File: src/hw/rtl/dc2d_mac.sv
// Multiply-accumulate datapath: registered product, then add into a wide sum.
module dc2d_mac (
  input  logic               clk,
  input  logic               clear,
  input  logic signed [47:0] init,
  input  logic               en,
  input  logic signed [15:0] a,
  input  logic signed [15:0] b,
  output logic signed [63:0] sum
);

  logic signed [31:0] prod_r;
  logic               pv_r;
  logic signed [63:0] sum_r;

  always_ff @(posedge clk) begin
    prod_r <= a * b;
    pv_r   <= en && !clear;
    if (clear) begin
      sum_r <= 64'(init);
    end else if (pv_r) begin
      sum_r <= sum_r + 64'(prod_r);
    end
  end

  assign sum = sum_r;

endmodule

File: config.mk
export PLATFORM = sky130hd
export DESIGN_NAME = dc2d_mac
export DESIGN_NICKNAME = d
export VERILOG_FILES = /design/src/hw/rtl/dc2d_mac.sv
export SDC_FILE = /design/constraint.sdc
export NUM_CORES = 1
export LEC_CHECK = 0
export BUFFER_PORTS_ARGS = -buffer_cell sky130_fd_sc_hd__buf_2
export CAP_MARGIN = 20
export CORE_ASPECT_RATIO = 0.7
export CORE_MARGIN = 4
export CORE_UTILIZATION = 64
export CTS_BUF_LIST = sky130_fd_sc_hd__clkbuf_4
export DETAILED_ROUTE_END_ITERATION = 7
export PLACE_DENSITY = 0.84
export SLEW_MARGIN = 30
export SYNTH_ARGS = -nofsm -noshare
export SYNTH_HDL_FRONTEND = slang
export SYNTH_SLANG_ARGS = --single-unit
File: constraint.sdc
create_clock -name clk -period 7.3 [get_ports clk]
set_input_delay 0.365 -clock clk [delete_from_list [all_inputs] [get_ports clk]]
set_output_delay 0.365 -clock clk [all_outputs]
set_load 0.01 [all_outputs]
==> impl_results.md <==
- Outcome: complete, no violations
- Remaining DRCs: 0
- Rows: 49
- Setup crit start: a[9]
- Tmin final: 6640 ps
- TritonCTS Sinks: 97
- Placed Cells: 2,264
- IO Port Bufs: 146
- Primary FF master, synth: edfxtp_1
- Post-CTS sizing: 0
- Synth Area per Inst: 9.00 sq um
- Total Wirelength: 41,400 microns
- Post-synthesis cell count: 1,851
- Post-Syn Area: 16,700 sq um
- Core Box Area: 25,600 sq um
- Total CTS buffers: 9
- Final net count: 2,435
- Vias per Instance: 5.94
- Initial Utilization: 65.0%
- Grt ovf: 0
- Final Max Tran Viols: 0
- Worst reg2reg path depth: 12
- Top cells by count, synth: 320 x inv_1, 263 x fa_1, 215 x nand2_1
- TritonCTS clock tree: built
- Max_cap viols: 0
- Arr. time, crit path: 7080 ps
- Final Hold Violating Endpoints: 0
- Global-route wire length before repair: 68,500 microns
- Hold_buf cts: 0
- CP Capture Type: register
- H-tree lvl count: 3
- Reg2reg start: sum[3]
- Die Ht: 143 microns
- Post-DRT Antenna Nets: 0
- Count leader, synth: inv_1
- EDFF count, synth: 64
- Area post-placement: 17,600 sq um
- Vias in the first global route: 13,700
- CTS clock-pin slew for the worst setup and hold paths: 160 ps
- Netlist cell types: 67
- Fmax: 0.151 GHz
- Hold crit path type: in2reg
- #FFs+latches synth: 97
- # IOs: 147
- Largest net degree at the start of global routing: 66
- FF-to-FF setup slack: 2930 ps
- Slew @ Worst Pin: 911 ps
- Initial DRC Count: 1,428
- Final Setup Violations: 0
- Via count: 13,500
- Global Route Usage Sum: 29.3%
- Design area: 17,700 sq um
- Clk Latency, worst-skew pair: 510 ps
- Headroom to the max-slew limit: 38.5%
- Async SR Flop Fraction: 0%
- Seq/Total Area, Yosys: 15.5%
- Worst r2r dst: sum[63]
- Layout cell share with drive strength beyond 1: 9.44%
- RSZ-0062 raised after global routing: no
- Synthesis Warnings: 0
- Critical path endpoint: prod_r[28]
- Clock root buffer: clkbuf_4
- Worst Setup Start Kind: input port
- CTS Buffer Depth: 2
- GP Congestion: 0.944
- # Post-CTS Setup Buffers: 0
- Post-DP HPWL: 34,000 microns
- Synthesized Nets: 2,342
- Min-Delay Path Depth: 2
- Die area: 28,700 sq um
- Min Hold Slack: 63.8 ps
- Ranking of synthesized cells by area: fa_1 32%, edfxtp_1 12%, ha_1 11%, inv_1 7.2%, nand2_1 4.8%
- Area leader, netlist: fa_1
- Crit path required time: 7730 ps
- Initial antenna violation count: 0
- Initial DRT Pass Iterations: 7
- Setup TNS: 0 ps
- Critical Path Fanout Max: 16
- Layout area overhead: 6.41%
- Synth top area share: 31.6%
- Avg WL per Cell: 18.2 microns
- Crit Path Class: in2reg
- Chip Width: 201 microns
- Ant diodes: 0
- Final period util: 91.0%
- Worst Skew: 24.1 ps
- Fin cells: 2,280
==> cell families after synthesis <==
family	count (synthesis)	share of synthesized area [%]
flops	97	15.5
fa+ha+maj	408	42.5
buf+inv	392	8.88
xor+xnor	86	4.52
simple gates	523	15.5
mux	9	0.563
compound gates	336	12.5
==> layout make-up <==
cell class                      count  area (sq um)
Fill cell                        2039          7900
Tap cell                          331           414
Multi-Input combinational cell   1362         12600
Timing Repair Buffer              154           793
Clock buffer                        9          67.6
Clock inverter                      7          71.3
Inverter                          320          1200
Sequential cell                    97          2580
==> layer usage <==
metal  track usage [%]  routed length (microns)  up-vias
met3              4.90                     3550       89
met5                 0                        0        -
li1                  -                        -     6173
met4              7.20                      879        0
met2              47.2                    19200      654
met1              42.3                    17800     6617
==> cell usage in the layout (no fill, tap or decap), drive strengths merged, types with 8 or more instances in the layout <==
master / netlist / final
nor3: 15 / 15
clkbuf: 71 / 9
o21ai: 103 / 103
ha: 145 / 145
and2: 117 / 117
nand2: 215 / 215
and3: 11 / 11
xor2: 35 / 35
a21oi: 98 / 98
dfxtp: 33 / 33
inv: 320 / 324
edfxtp: 64 / 64
nor2b: 15 / 15
o21a: 10 / 10
a211oi: 8 / 8
xnor2: 51 / 51
nand3: 26 / 26
nor2: 61 / 61
fa: 263 / 263
a21o: 50 / 50
o21bai: 18 / 18
nand2b: 13 / 13
buf: 1 / 154
nand4: 21 / 21
==> stage by stage <==
stage	setup WS, ps	utilization (%)
after floorplan	732	-
after global placement	403	68.6
after detailed placement	141	68.6
after CTS	668	69.2
after global routing	334	69.2
final	657	69.2
==> critical path: stages <==
cell and delay, ps:
buf_2 290, nand2_1 150, fa_1 510, fa_1 560
inv_1 60, fa_1 500, inv_1 50, fa_1 530
inv_1 50, fa_1 480, inv_1 50, fa_1 470
inv_1 40, ha_1 300, a211o_1 280, a2111oi_0 380
nor3_1 160, a311o_1 460, a2111oi_0 420, nor2_1 170
a211oi_1 400, o21bai_1 110, a21oi_1 180, xnor2_1 130
==> sequential cells by signal (all words and copies together), names as in the netlist <==
name	flops
sum	64
pv_r	1
prod_r	32
==> worst min path at each step <==
stage          slack (ps)   endpoint  startpoint
6_report               60       pv_r          en
5_1_grt                60       pv_r          en
4_1_cts                50       pv_r          en
3_5_place_dp          580       pv_r          en
3_3_place_gp          580       pv_r          en
2_1_floorplan         490  prod_r[0]        b[0]
Power is not shown: default switching activity piles up to over one toggle a cycle in this logic, so the estimate is an artifact.
